`src/rtl/tgc_pkg.sv`:
```
// Shared types, constants and register codes of the touch gesture classifier.
// No dependencies; every other file in rtl imports this package.
package tgc_pkg;

	// Tank geometry in landscape pixels.
	localparam int TANK_W = 1280;
	localparam int TANK_H = 720;

	// Field widths.
	localparam int X_W     = $clog2(TANK_W);
	localparam int Y_W     = $clog2(TANK_H);
	localparam int RAW_X_W = 10;
	localparam int RAW_Y_W = 11;
	localparam int T_W     = 48;
	localparam int US_W    = 22;
	localparam int DIST_W  = 16;
	localparam int LIM_W   = 10;
	localparam int BIAS_W  = 7;

	// Signed width wide enough for any mapped coordinate before clamping.
	localparam int MAP_W = 13;

	// Stream payload widths, padded to whole bytes.
	localparam int IN_DATA_W  = ((RAW_X_W + RAW_Y_W + T_W + 7) / 8) * 8;
	localparam int OUT_DATA_W = ((2 * X_W + 2 * Y_W + 7) / 8) * 8;
	localparam int OUT_USER_W = 4;
	localparam int CFG_IDX_W  = 3;
	localparam int CFG_DATA_W = US_W;

	// Configuration register indexes.
	typedef enum logic [CFG_IDX_W-1:0] {
		CFG_INVERTED,
		CFG_BIAS_Y,
		CFG_TAP_MAX_US,
		CFG_TAP_MAX_DIST_SQ,
		CFG_HOLD_MIN_US,
		CFG_HOLD_MAX_DY,
		CFG_FEED_TOP_LIMIT,
		CFG_FEED_MIN_DY
	} cfg_idx_t;

	// Release classes.
	typedef enum logic [1:0] {
		GEST_NONE,
		GEST_TAP,
		GEST_FEED,
		GEST_OTHER
	} gesture_t;

	typedef struct packed {
		logic                     inverted;
		logic signed [BIAS_W-1:0] bias_y;
		logic [US_W-1:0]          tap_max_us;
		logic [DIST_W-1:0]        tap_max_dist_sq;
		logic [US_W-1:0]          hold_min_us;
		logic [LIM_W-1:0]         hold_max_dy;
		logic [LIM_W-1:0]         feed_top_limit;
		logic [LIM_W-1:0]         feed_min_dy;
	} cfg_t;

	localparam cfg_t CFG_DEFAULT = '{
		inverted:        1'b0,
		bias_y:          BIAS_W'(10),
		tap_max_us:      US_W'(350000),
		tap_max_dist_sq: DIST_W'(24 * 24),
		hold_min_us:     US_W'(300000),
		hold_max_dy:     LIM_W'(30),
		feed_top_limit:  LIM_W'(60),
		feed_min_dy:     LIM_W'(40)
	};

	// One touch frame as held in the input register.
	typedef struct packed {
		logic               touched;
		logic [RAW_X_W-1:0] raw_x;
		logic [RAW_Y_W-1:0] raw_y;
		logic [T_W-1:0]     now_us;
	} frame_t;

	// One result item as held in the output register.
	typedef struct packed {
		logic [X_W-1:0] cur_x;
		logic [Y_W-1:0] cur_y;
		logic           drag;
		logic           hold;
		gesture_t       gesture;
		logic [X_W-1:0] gesture_x;
		logic [Y_W-1:0] gesture_y;
	} result_t;

endpackage

```
`src/rtl/tgc_map.sv`:
```
// Maps a portrait panel point into landscape tank space with bias and clamping.
// Depends on tgc_pkg.
module tgc_map
	import tgc_pkg::*;
(
	input  logic                     inverted,
	input  logic signed [BIAS_W-1:0] bias_y,
	input  logic [RAW_X_W-1:0]       raw_x,
	input  logic [RAW_Y_W-1:0]       raw_y,
	output logic [X_W-1:0]           map_x,
	output logic [Y_W-1:0]           map_y
);

	localparam logic signed [MAP_W-1:0] XMAX = MAP_W'(TANK_W - 1);
	localparam logic signed [MAP_W-1:0] YMAX = MAP_W'(TANK_H - 1);

	logic signed [MAP_W-1:0] rx_s;
	logic signed [MAP_W-1:0] ry_s;
	logic signed [MAP_W-1:0] bias_s;
	logic signed [MAP_W-1:0] mx;
	logic signed [MAP_W-1:0] my;

	// Rotate by a quarter turn, mirrored in both axes when the screen is flipped.
	always_comb begin
		rx_s   = signed'({{(MAP_W-RAW_X_W){1'b0}}, raw_x});
		ry_s   = signed'({{(MAP_W-RAW_Y_W){1'b0}}, raw_y});
		bias_s = {{(MAP_W-BIAS_W){bias_y[BIAS_W-1]}}, bias_y};
		mx     = inverted ? ry_s : (XMAX - ry_s);
		my     = (inverted ? (YMAX - rx_s) : rx_s) - bias_s;
	end

	// Saturate both coordinates to the tank.
	always_comb begin
		if (mx < 0) begin
			map_x = '0;
		end else if (mx > XMAX) begin
			map_x = XMAX[X_W-1:0];
		end else begin
			map_x = mx[X_W-1:0];
		end
		if (my < 0) begin
			map_y = '0;
		end else if (my > YMAX) begin
			map_y = YMAX[Y_W-1:0];
		end else begin
			map_y = my[Y_W-1:0];
		end
	end

endmodule

```
`src/rtl/tgc_track.sv`:
```
// Stroke state (press point, press time, last point) and per-frame classification.
// Depends on tgc_pkg; fed by tgc_map with the mapped point of the current frame.
module tgc_track
	import tgc_pkg::*;
(
	input  logic           clk,
	input  logic           arst_n,
	input  logic           step,
	input  cfg_t           cfg,
	input  logic           touched,
	input  logic [T_W-1:0] now_us,
	input  logic [X_W-1:0] map_x,
	input  logic [Y_W-1:0] map_y,
	output result_t        result
);

	localparam int DX_W = X_W + 1;
	localparam int DY_W = Y_W + 1;
	localparam int SQ_W = 2 * DX_W + 1;

	logic           was_down_q;
	logic [T_W-1:0] press_time_q;
	logic [X_W-1:0] press_x_q;
	logic [Y_W-1:0] press_y_q;
	logic [X_W-1:0] last_x_q;
	logic [Y_W-1:0] last_y_q;

	logic [T_W-1:0]         p_time;
	logic [Y_W-1:0]         p_y;
	logic [T_W-1:0]         dur;
	logic signed [DY_W-1:0] hold_dy;
	logic [DY_W-1:0]        hold_dy_abs;
	logic                   hold_ok;
	logic signed [DX_W-1:0] rel_dx;
	logic signed [DY_W-1:0] rel_dy;
	logic [SQ_W-1:0]        dx_sq;
	logic [SQ_W-1:0]        dy_sq;
	logic [SQ_W-1:0]        dist_sq;
	logic                   is_tap;
	logic                   is_feed;

	// A press frame measures against its own time and point.
	always_comb begin
		p_time = was_down_q ? press_time_q : now_us;
		p_y    = was_down_q ? press_y_q : map_y;
		dur    = now_us - p_time;
	end

	// Hold: long enough and little vertical drift from the press.
	always_comb begin
		hold_dy     = signed'({1'b0, map_y}) - signed'({1'b0, p_y});
		hold_dy_abs = hold_dy[DY_W-1] ? DY_W'(-hold_dy) : DY_W'(hold_dy);
		hold_ok     = (dur > {{(T_W-US_W){1'b0}}, cfg.hold_min_us}) &&
		              (hold_dy_abs < {1'b0, cfg.hold_max_dy});
	end

	// Release: displacement of the last point from the press point.
	always_comb begin
		rel_dx  = signed'({1'b0, last_x_q}) - signed'({1'b0, press_x_q});
		rel_dy  = signed'({1'b0, last_y_q}) - signed'({1'b0, press_y_q});
		dx_sq   = unsigned'(SQ_W'(rel_dx) * SQ_W'(rel_dx));
		dy_sq   = unsigned'(SQ_W'(rel_dy) * SQ_W'(rel_dy));
		dist_sq = dx_sq + dy_sq;
		is_tap  = (dur < {{(T_W-US_W){1'b0}}, cfg.tap_max_us}) &&
		          (dist_sq < {{(SQ_W-DIST_W){1'b0}}, cfg.tap_max_dist_sq});
		is_feed = (press_y_q < cfg.feed_top_limit) &&
		          !rel_dy[DY_W-1] &&
		          (unsigned'(rel_dy) >= {1'b0, cfg.feed_min_dy});
	end

	// Result of the frame.
	always_comb begin
		result.cur_x     = touched ? map_x : last_x_q;
		result.cur_y     = touched ? map_y : last_y_q;
		result.drag      = touched;
		result.hold      = touched && hold_ok;
		result.gesture   = GEST_NONE;
		result.gesture_x = '0;
		result.gesture_y = '0;
		if (!touched && was_down_q) begin
			priority if (is_tap) begin
				result.gesture   = GEST_TAP;
				result.gesture_x = press_x_q;
				result.gesture_y = press_y_q;
			end else if (is_feed) begin
				result.gesture   = GEST_FEED;
				result.gesture_x = last_x_q;
				result.gesture_y = last_y_q;
			end else begin
				result.gesture   = GEST_OTHER;
			end
		end
	end

	// Stroke state advances once per frame.
	always_ff @(posedge clk or negedge arst_n) begin
		if (!arst_n) begin
			was_down_q   <= 1'b0;
			press_time_q <= '0;
			press_x_q    <= '0;
			press_y_q    <= '0;
			last_x_q     <= '0;
			last_y_q     <= '0;
		end else if (step) begin
			was_down_q <= touched;
			if (touched) begin
				if (!was_down_q) begin
					press_time_q <= now_us;
					press_x_q    <= map_x;
					press_y_q    <= map_y;
				end
				last_x_q <= map_x;
				last_y_q <= map_y;
			end
		end
	end

endmodule

```
`src/rtl/touch_gesture_classifier_core.sv`:
```
// Top level of the touch gesture classifier: stream ports, configuration
// registers, input and result registers. Depends on tgc_pkg, tgc_map, tgc_track.
//
// Each input item is one touch frame and yields exactly one result item. An
// item is registered on entry in the input register and its result is then
// registered in the result register once that is empty or being emptied;
// when the output side is ready, one item per cycle is sustained. The logic
// between the two registers holds the point mapping and clamp, a 48-bit duration
// subtract with its compares, and a 12x12 and an 11x11 square. The input
// keeps accepting while a result waits, as long as the input register can
// move on. Configuration writes are always ready and take effect at once; they
// are meant to be made only while no item is in flight.
module touch_gesture_classifier_core
	import tgc_pkg::*;
(
	input  logic                  clk,
	input  logic                  arst_n,
	// Touch frame input.
	input  logic                  s_tvalid,
	output logic                  s_tready,
	input  logic [IN_DATA_W-1:0]  s_tdata,  // raw_x, raw_y, now_us, zero pad
	input  logic                  s_tuser,  // touched
	// Result output.
	output logic                  m_tvalid,
	input  logic                  m_tready,
	output logic [OUT_DATA_W-1:0] m_tdata,  // cur_x, cur_y, gesture_x, gesture_y, zero pad
	output logic [OUT_USER_W-1:0] m_tuser,  // drag, hold, gesture
	// Configuration writes.
	input  logic                  cfg_valid,
	output logic                  cfg_ready,
	input  logic [CFG_IDX_W-1:0]  cfg_index,
	input  logic [CFG_DATA_W-1:0] cfg_data
);

	cfg_t    cfg_q;
	logic    valid_s1;
	frame_t  frame_s1;
	logic    valid_s2;
	result_t result_s2;
	logic    advance;
	logic    in_take;
	logic [X_W-1:0] map_x;
	logic [Y_W-1:0] map_y;
	result_t        result;

	// Configuration registers.
	assign cfg_ready = 1'b1;

	always_ff @(posedge clk or negedge arst_n) begin
		if (!arst_n) begin
			cfg_q <= CFG_DEFAULT;
		end else if (cfg_valid) begin
			unique case (cfg_idx_t'(cfg_index))
				CFG_INVERTED:        cfg_q.inverted        <= cfg_data[0];
				CFG_BIAS_Y:          cfg_q.bias_y          <= cfg_data[BIAS_W-1:0];
				CFG_TAP_MAX_US:      cfg_q.tap_max_us      <= cfg_data[US_W-1:0];
				CFG_TAP_MAX_DIST_SQ: cfg_q.tap_max_dist_sq <= cfg_data[DIST_W-1:0];
				CFG_HOLD_MIN_US:     cfg_q.hold_min_us     <= cfg_data[US_W-1:0];
				CFG_HOLD_MAX_DY:     cfg_q.hold_max_dy     <= cfg_data[LIM_W-1:0];
				CFG_FEED_TOP_LIMIT:  cfg_q.feed_top_limit  <= cfg_data[LIM_W-1:0];
				CFG_FEED_MIN_DY:     cfg_q.feed_min_dy     <= cfg_data[LIM_W-1:0];
			endcase
		end
	end

	// Flow control: the input register moves on whenever the result register
	// is empty or being emptied.
	assign advance  = valid_s1 && (!valid_s2 || m_tready);
	assign s_tready = !valid_s1 || advance;
	assign in_take  = s_tvalid && s_tready;

	// Input register.
	always_ff @(posedge clk or negedge arst_n) begin
		if (!arst_n) begin
			valid_s1 <= 1'b0;
		end else if (s_tready) begin
			valid_s1 <= s_tvalid;
		end
	end

	always_ff @(posedge clk) begin
		if (in_take) begin
			frame_s1.touched <= s_tuser;
			frame_s1.raw_x   <= s_tdata[RAW_X_W-1:0];
			frame_s1.raw_y   <= s_tdata[RAW_X_W +: RAW_Y_W];
			frame_s1.now_us  <= s_tdata[RAW_X_W + RAW_Y_W +: T_W];
		end
	end

	tgc_map u_map (
		.inverted (cfg_q.inverted),
		.bias_y   (cfg_q.bias_y),
		.raw_x    (frame_s1.raw_x),
		.raw_y    (frame_s1.raw_y),
		.map_x    (map_x),
		.map_y    (map_y)
	);

	tgc_track u_track (
		.clk     (clk),
		.arst_n  (arst_n),
		.step    (advance),
		.cfg     (cfg_q),
		.touched (frame_s1.touched),
		.now_us  (frame_s1.now_us),
		.map_x   (map_x),
		.map_y   (map_y),
		.result  (result)
	);

	// Result register.
	always_ff @(posedge clk or negedge arst_n) begin
		if (!arst_n) begin
			valid_s2 <= 1'b0;
		end else if (!valid_s2 || m_tready) begin
			valid_s2 <= valid_s1;
		end
	end

	always_ff @(posedge clk) begin
		if (advance) begin
			result_s2 <= result;
		end
	end

	// Output packing.
	assign m_tvalid = valid_s2;
	assign m_tdata  = OUT_DATA_W'({result_s2.gesture_y, result_s2.gesture_x,
	                               result_s2.cur_y, result_s2.cur_x});
	assign m_tuser  = {result_s2.gesture, result_s2.hold, result_s2.drag};

endmodule

```
`config.mk`:
```
export PLATFORM = sky130hd
export DESIGN_NAME = touch_gesture_classifier_core
export DESIGN_NICKNAME = d
export VERILOG_FILES = /design/src/rtl/tgc_pkg.sv /design/src/rtl/tgc_map.sv /design/src/rtl/tgc_track.sv /design/src/rtl/touch_gesture_classifier_core.sv
export SDC_FILE = /design/constraint.sdc
export NUM_CORES = 1
export LEC_CHECK = 0
export BUFFER_PORTS_ARGS = -buffer_cell sky130_fd_sc_hd__buf_4
export CORE_MARGIN = 1
export CORE_UTILIZATION = 46
export CTS_CLUSTER_SIZE = 10
export DETAILED_ROUTE_END_ITERATION = 16
export PLACE_DENSITY = 0.59
export SLEW_MARGIN = 20
export SYNTH_ARGS = -nofsm -noshare
export SYNTH_HDL_FRONTEND = slang
export SYNTH_SLANG_ARGS = --single-unit
```
`constraint.sdc`:
```
create_clock -name clk -period 17.4 [get_ports clk]
set_input_delay 0.87 -clock clk [delete_from_list [all_inputs] [get_ports clk]]
set_output_delay 0.87 -clock clk [all_outputs]
set_load 0.01 [all_outputs]
```
## Word level (Yosys, flattened, before mapping)

Index checks and enable logic that the tools add are counted.

| word-level totals | value |
|---|---|
| flip-flop bits (word level) | 307 |
| logic and storage cells | 98 |

| operators by class | value |
|---|---|
| add/sub/neg operators | 9 |
| multipliers | 2 |
| order comparisons | 10 |
| equal/unequal tests | 7 |
| muxes and demuxes | 14 |
| bitwise operators | 2 |
| reductions and logical operators | 26 |

Operator list:

| cell | number |
|---|---|
| $gt A48 B22 Y1 | 1 |
| $lt A48 B22 Y1 | 1 |
| $mux W48 | 1 |
| $sub A48 B48 Y48 | 1 |
| $mux W11 | 4 |
| $mux W10 | 4 |
| $lt A13 B1 Y1 const B | 2 |
| $mux W13 | 2 |
| $add A25 B25 Y25 | 1 |
| $lt A25 B16 Y1 | 1 |
| $mul A12 B12 Y24 | 1 |
| $mul A11 B11 Y22 | 1 |
| $mux W22 | 1 |
| $sub A10 B10 Y11 | 2 |
| $mux W21 | 1 |
| $reduce_and A2 Y1 | 9 |
| $gt A13 B11 Y1 const B | 1 |
| $gt A13 B12 Y1 const B | 1 |
| $sub A13 B7 Y13 | 1 |
| $eq A3 B3 Y1 const B | 4 |
| $sub A11 B11 Y12 | 1 |
| $sub A11 B11 Y12 const A | 1 |
| $ge A11 B10 Y1 | 1 |
| $lt A11 B10 Y1 | 1 |
| other kinds (13) | 26 |

## Depth between registers and ports, before layout

Gate-level depths: netlist of the first run.

| depth | value |
|---|---|
| depth after elaboration | 13 |
| gate-level depth with buffers | 49 |
| depth with buffers taken out | 47 |

## Hierarchy

From an unflattened synthesis of the first run, not the netlist that was laid out.

| second synthesis, totals | value |
|---|---|
| cell total of the unflattened synthesis | 2947 |
| area, all modules | 30207.7 µm² |

By module, submodules not included:

| module | instances | cells an instance | area an instance (µm²) | seq. area each (µm²) |
|---|---|---|---|---|
| tgc_track | 1 | 2422 | 21365.5 | 2277.2 |
| touch_gesture_classifier_core | 1 | 349 | 7629.8 | 6024.5 |
| tgc_map | 1 | 176 | 1212.4 | 0.0 |

## Least setup slack after synthesis of the first run

No wires, ideal clock.

| timing | value |
|---|---|
| path type | register -> register |
| start point | register u_track.last_x_q[0] |
| end point | register result_s2, in the netlist m_tdata[21], data pin |
| library setup time | 259 ps |
| arrival | 10123 ps |
| required time | 17141 ps |
| path slack | 7018 ps |
| stages on the path, launching flop included | 46 |
| path buffers | 1 |
| path through | dfrtp_1 > inv_1 > ha_1 > inv_1 > fa_1 > nand2_1 > nand2_1 > a21oi_1 > o21ai_0 > a21oi_1 > o21ai_0 > a21oi_1 > o21ai_0 > a21oi_1 > xnor2_1 > clkinv_1 > nor2_1 > fa_1 > [10 not listed] > o41ai_1 > xnor2_1 > ha_1 > and4_1 > a221o_1 > xor2_1 > ha_1 > a211o_1 > a221o_1 > a31oi_1 > o21ai_0 > a2111oi_0 > nand3_1 > nor4b_1 > nand4_2 > a311oi_4 > buf_6 > mux2i_1 |

| between the ends | value |
|---|---|
| cells in the longest elaborated chain, start to end | 6 |
| elaborated cells between the ends (all ways) | 7 |
| classes of those cells | 2 x add/sub; 1 x mul; 1 x order compare; 2 x mux; 1 x reduce/logical |

RTL lines:

| what | RTL line | RTL |
|---|---|---|
| start: declaration | tgc_track.sv:25 | `logic [X_W-1:0] last_x_q;` |
| start signal: assignment | tgc_track.sv:112 | `last_x_q <= map_x;` |
| $sub A11 B11 Y12 | tgc_track.sv:59 | `rel_dx = signed'({1'b0, last_x_q}) - signed'({1'b0, press_x_q});` |
| $mul A12 B12 Y24 | tgc_track.sv:61 | `dx_sq = unsigned'(SQ_W'(rel_dx) * SQ_W'(rel_dx));` |
| $add A25 B25 Y25 | tgc_track.sv:63 | `dist_sq = dx_sq + dy_sq;` |
| $lt A25 B16 Y1 | tgc_track.sv:65 | `(dist_sq < {{(SQ_W-DIST_W){1'b0}}, cfg.tap_max_dist_sq});` |
| $logic_and A1 B1 Y1 | tgc_track.sv:64 | `is_tap = (dur < {{(T_W-US_W){1'b0}}, cfg.tap_max_us}) &&` |
| $mux W22 (*) | tgc_track.sv:81 | `priority if (is_tap) begin` |
| end signal: assignment | touch_gesture_classifier_core.sv:122 | `result_s2 <= result;` |
| end: declaration | touch_gesture_classifier_core.sv:39 | `result_t result_s2;` |

Mark *: on every way between the ends. The rest lies on a longest branch, timed or not.
A chain may end at the register's enable or synchronous reset.

## Worst setup path in the final report of the first run

| timing | value |
|---|---|
| start point | register u_track.last_x_q[1] |
| end point | register result_s2, in the netlist m_tdata[23], data pin |

| between the ends | value |
|---|---|
| cells in the longest elaborated chain, start to end | 6 |

RTL lines:

| what | RTL line |
|---|---|
| $sub A11 B11 Y12 | tgc_track.sv:59 |
| $mul A12 B12 Y24 | tgc_track.sv:61 |
| $add A25 B25 Y25 | tgc_track.sv:63 |
| $lt A25 B16 Y1 | tgc_track.sv:65 |
| $logic_and A1 B1 Y1 | tgc_track.sv:64 |
| $mux W22 | tgc_track.sv:81 |

Every way passes these cells.

==> results.cfg, run 1 <==
[run_status]
status = finished clean

[cts]
tritoncts = done
tritoncts.num_buffers = 37
cts_h_tree_depth = 2
cts.clk_slew.worst_paths_ps = 60
cts_hold_repair.buffers = 0
ctsRootBufferMaster = clkbuf_16
clock-sinks = 307
clock_insertion_delay_at_the_later_pin_of_the_skew_report_ps = 530
clock_tree.buffer_depth = 3
cts_resized = 0
postCtsSetupRepairBufs = 0

[timing]
min_period_ps = 12790
transition_time_at_the_pin_with_the_least_slew_margin_ps = 1080
layout_worst_path_cycle_share_pct = 73.5
fin_skew_ps = 19.0
grt_setup_unrepaired = no
worst_slew_margin_rel_pct = 28.0
finalHoldViolations = 0
fin_tns_setup_ps = 0
fmaxAchievable_ghz = 0.0782
finalSetupViolCount = 0
max_slew_violations = 0

[grt]
grt.overflow.total = 0
largest_net_degree_at_the_start_of_global_routing = 83
tot_gr_track_use_pct = 23.4
number_of_global_route_vias_before_repair = 23200
grt_first_pass_wirelength_um = 123000
antenna_violations_before_repair = 2

[layout]
fin_nets = 3940
post_route_cells_drive_above_1_share_pct = 10.7
layout.filler_cells = 5879
antenna-diode-count = 0
flow.area_growth_from_synthesis_pct = 10.5

[die]
floorplan.io_pins = 158
initial_core_util_pct = 46.8
core-area_um2 = 63400
fp-row-count = 92
fp.dieH_um = 256
chipWidth_um = 256
design.die.area_um2 = 65500

[worst_setup_path]
cp_common_cell = o21ai_0
worst_ep_arrival_time_ps = 13150
required_ps = 17760
critical-path-slowest-cell = nor2b_1
start_kind = flop
timing.critical_path.slowest_cell_delay_ps = 650
critPathBufInv = 6
worst_setup_path_end_kind = flop
worstSetupPathType = reg2reg
critical_path_fanout_max = 23
kind_of_cell_adding_the_most_delay_to_the_critical_path = adder cells

[placed_design]
gp_routability_congestion = 0.911
hpwlAfterDp_um = 61000
place.port_buffers = 147

[logic_synthesis]
yosysTopAreaCellShare_pct = 15.3
synth_sequential_area_ratio_pct = 28.0
syn-instance-count = 3193
synth.ff_latch_count = 307
synthMostInstantiatedCell = inv_1
synth_area_per_cell_um2 = 9.29
synth_common_cells = inv_1 (512), ha_1 (306), nand2_1 (301)
synth-async-reset-ratio_pct = 62.2
synth_warnings = 0
synth_largest_area_cell = fa_1
netlist_area_um2 = 29700
synth-edff-count = 116
synth_cell_types = 94
synth.top_cells.by_area = fa_1 (15%), dfrtp_1 (13%), ha_1 (13%)
yosys_most_used_dff = dfrtp_1

[routing]
detail_route.iter0.violations = 1389
routed_wl_um = 75600
wl_cell_um = 18.1
route.vias.total = 22700
drtAntennaViolNets = 0
route.detailed.drc = 0
routed_via_density = 5.44
drt_first_pass_iters = 5

[job]
maxCapViolCount = 0

[hold_path]
worst_hold_path_type = in2async
==> layer usage <==
| metal | routed length, um | up-vias | GRT usage [%] |
|---|---|---|---|
| li1 | - | 11000 | - |
| met1 | 32500 | 11200 | 29.9 |
| met3 | 2640 | 112 | 2.16 |
| met4 | 1780 | 4 | 5.90 |
| met5 | 23 | - | 0 |
| met2 | 38700 | 430 | 42.2 |
==> final cells by class <==
cell class | instances | area, um^2 | area share, %
Clock inverter | 2 | 38.8 | 0.118
Tap cell | 846 | 1060 | 3.23
Sequential cell | 307 | 8300 | 25.3
Clock buffer | 65 | 1080 | 3.31
Inverter | 525 | 1970 | 6.01
Timing Repair Buffer | 174 | 1310 | 4.00
Multi-Input combinational cell | 2259 | 19000 | 58.0
==> worst register-to-register path, delay by kind of cell (launching register included) <==
family                   cells  cell delay (ps)
adder cells (fa/ha/maj)      9             3860
AND/OR/NAND/NOR              9             2910
buffers and inverters        6              900
flip-flops                   1              460
XOR/XNOR                     2              400
AO/OA/AOI/OAI               16             3840
multiplexers                 1              270
==> layout by cell type (no fill, tap or decap), types with 10 or more instances in the layout <==
| cell | count |
|---|---|
| edfxtp_1 | 116 |
| o21ai_0 | 176 |
| dfrtp_1 | 159 |
| and3_1 | 12 |
| mux2i_1 | 76 |
| and2_1 | 15 |
| nor2b_1 | 17 |
| clkbuf_1 | 25 |
| clkinv_1 | 10 |
| mux2_2 | 64 |
| fa_1 | 227 |
| a21oi_1 | 185 |
| a21boi_0 | 16 |
| nand2_1 | 301 |
| xnor2_1 | 96 |
| nand3_1 | 43 |
| nand4_1 | 37 |
| a211oi_1 | 24 |
| o21a_1 | 38 |
| buf_4 | 173 |
| ha_1 | 306 |
| inv_1 | 512 |
| nand2b_1 | 19 |
| nor2_1 | 198 |
| nor3_1 | 49 |
| a21o_1 | 67 |
| or3_1 | 13 |
| clkbuf_16 | 39 |
| a31oi_1 | 30 |
| dfstp_2 | 31 |
| xor2_1 | 47 |
| o21bai_1 | 19 |
==> final timing paths <==
| check | startpoint | slack, ps | to | cells past startpoint |
|---|---|---|---|---|
| worst max-delay path | u_track.last_x_q[1] | 4610 | m_tdata[23] | 43 |
| worst min-delay path | arst_n | 300 | u_track.press_time_q[43] | 1 |
| worst max register to register | u_track.last_x_q[1] | 4610 | m_tdata[23] | 43 |
| worst min register to register | cfg_q[9] | 500 | cfg_q[9] | 1 |
| max in group asynchronous | arst_n | 15730 | u_track.was_down_q | 2 |
| min in group clk | cfg_q[9] | 500 | cfg_q[9] | 1 |
==> logic make-up (layout without fill, tap and decap cells) <==
kind of cell	after synthesis	after routing	synth area share (%)
other cells	2	7	0.0253
flops	307	307	28.0
buf+inv	632	766	8.17
mux	141	141	5.04
simple gates	757	757	11.7
xor+xnor	145	145	4.35
fa+ha+maj	533	533	28.2
compound gates	676	676	14.6
==> state kept, by name (all words and copies together) (netlist names) <==
name,cells
m_tuser,4
u_track.press_y_q,10
m_tdata,42
valid_s1,1
frame_s1,70
cfg_q,98
m_tvalid,1
u_track.last_x_q,11
u_track.press_x_q,11
u_track.last_y_q,10
u_track.was_down_q,1
u_track.press_time_q,48
==> metrics by stage <==
stage | util [%] | instances | area (um^2) | setup WS (ps) | hold WS [ps]
final | 51.7 | 4178 | 32800 | 4610 | 298
after global routing | 51.7 | 4178 | 32800 | 3900 | 328
after CTS | 51.7 | 4178 | 32800 | 4630 | 315
after detailed placement | 49.9 | 4111 | 31700 | 4760 | 493
after global placement | 49.9 | 4111 | 31700 | 4930 | 481
after floorplan | - | 3198 | 29700 | 7020 | 463
Power of run 1 is left out: the tool's default activity adds up to more than one toggle a clock period on the data nets, which glitch-free logic cannot reach.
==> run 2: changes to the inputs <==
==> constraint.sdc (replaced) <==
create_clock -name clk -period 13.24 [get_ports clk]
set_input_delay 0.662 -clock clk [delete_from_list [all_inputs] [get_ports clk]]
set_output_delay 0.662 -clock clk [all_outputs]
set_load 0.01 [all_outputs]
==> run 2 against run 1 <==
Compared with the run above:
- clock-buffer cell count decreased by 3
- wire length up 1.2%
- critical path type unchanged
- highest routed layer unchanged
- via count up 0.49%
- worst setup slack worse by 3300 ps
- largest cell class unchanged
- fmax up 7.5%
- register-to-register slack worse by 3300 ps
- sequential cell count did not move
==> results.cfg, run 2 (same netlist as run 1, synthesis figures left out) <==
[routing]
route.detailed.drc = 0
wl_cell_um = 18.3
detail_route.iter0.violations = 1295
drt_first_pass_iters = 7
routed_wl_um = 76500
route.vias.total = 22800
drtAntennaViolNets = 0
routed_via_density = 5.47

[timing]
grt_setup_unrepaired = no
max_slew_violations = 0
min_period_ps = 11900
transition_time_at_the_pin_with_the_least_slew_margin_ps = 1100
worst_slew_margin_rel_pct = 26.4
fin_skew_ps = 19.6
layout_worst_path_cycle_share_pct = 89.9
fmaxAchievable_ghz = 0.0840
finalHoldViolations = 0
fin_tns_setup_ps = 0
finalSetupViolCount = 0

[die]
floorplan.io_pins = 158
design.die.area_um2 = 65500
fp-row-count = 92
fp.dieH_um = 256
initial_core_util_pct = 46.8
chipWidth_um = 256
core-area_um2 = 63400

[grt]
largest_net_degree_at_the_start_of_global_routing = 109
tot_gr_track_use_pct = 23.5
antenna_violations_before_repair = 2
grt_first_pass_wirelength_um = 123000
grt.overflow.total = 0
number_of_global_route_vias_before_repair = 23500

[cts]
cts_resized = 0
tritoncts = done
clock-sinks = 307
cts_h_tree_depth = 2
clock_tree.buffer_depth = 3
cts.clk_slew.worst_paths_ps = 60
postCtsSetupRepairBufs = 0
tritoncts.num_buffers = 37
cts_hold_repair.buffers = 0
clock_insertion_delay_at_the_later_pin_of_the_skew_report_ps = 540
ctsRootBufferMaster = clkbuf_16

[layout]
flow.area_growth_from_synthesis_pct = 10.4
most_used_cells_in_the_layout_excluding_fill_and_tap_cells = inv_1 (512), ha_1 (306), nand2_1 (301), fa_1 (227), nor2_1 (198)
layout.filler_cells = 5867
mostFrequentLayoutCell = inv_1
largest_registers_in_the_final_layout = cfg_q: 98 flops, frame_s1: 70 flops, u_track.press_time_q: 48 flops
flip_flop_count_of_the_largest_register_all_copies_and_words_added = 98
post_route_cells_drive_above_1_share_pct = 10.6
fin_nets = 3937
max_flop_register = cfg_q

[hold_path]
worst_hold_path_type = in2async

[worst_setup_path]
critPathBufInv = 8
worstReg2RegStart = u_track.last_x_q[0]
critical-path-slowest-cell = fa_1
worstSetupPathType = reg2reg
r2r-end = m_tdata[22]
timing.critical_path.slowest_cell_delay_ps = 580
start_kind = flop
required_ps = 13510
worst_setup_path_end_kind = flop
kind_of_cell_adding_the_most_delay_to_the_critical_path = adder cells
worst_case_register_to_register_setup_slack_ps = 1340
critical_path_fanout_max = 23
worst_ep_arrival_time_ps = 12170
length_in_cells_of_the_worst_reg_to_reg_path = 46

[run_status]
status = finished clean

[placed_design]
hpwlAfterDp_um = 61300
gp_routability_congestion = 0.907
place.port_buffers = 147

[job]
maxCapViolCount = 0
-- run 2: layout make-up --
| cell class | instances | area, um^2 | area share (%) |
|---|---|---|---|
| Clock inverter | 3 | 16.3 | 0.0497 |
| Multi-Input combinational cell | 2259 | 19000 | 58.1 |
| Timing Repair Buffer | 171 | 1290 | 3.95 |
| Sequential cell | 307 | 8300 | 25.3 |
| Inverter | 525 | 1970 | 6.02 |
| Clock buffer | 62 | 1090 | 3.34 |
| Antenna cell | 1 | 2.50 | 0.00764 |
| Tap cell | 846 | 1060 | 3.23 |
-- run 2: metal layers --
layer | GRT usage, % | wire length [um]
met2 | 42.1 | 38800
met5 | 0 | 14
met3 | 2.50 | 3170
met1 | 28.9 | 31800
met4 | 8.93 | 2830
-- run 2: worst max path at each step --
stage                        startpoint     endpoint  cells after the start
finish              u_track.last_x_q[0]  m_tdata[22]                     46
global route        u_track.last_x_q[1]  m_tdata[24]                     42
CTS                 u_track.last_x_q[1]  m_tdata[41]                     42
detailed placement  u_track.last_x_q[1]  m_tdata[28]                     42
global placement    u_track.last_x_q[0]  m_tdata[28]                     43
floorplan           u_track.last_x_q[0]  m_tdata[21]                     45
-- run 2: worst reg2reg max path: cells and delay by family (launching register included) --
family	cells	cell delay, ps
AO/OA/AOI/OAI	15	3310
multiplexers	1	160
buffers and inverters	8	1000
flip-flops	1	370
adder cells (fa/ha/maj)	10	4070
XOR/XNOR	3	820
AND/OR/NAND/NOR	9	1920
-- run 2: through the flow --
stage                     area (um^2)  util, %  hold slack, ps  cells  worst slack [ps]
after floorplan                 29700        -             366   3198              2860
after global placement          31600     49.9             480   4108              1350
after detailed placement        31600     49.9             490   4108              1340
after CTS                       32700     51.6             268   4173              1250
after global routing            32800     51.6             279   4173               346
final                           32800     51.6             271   4174              1340
Power of run 2 is left out for the same reason.
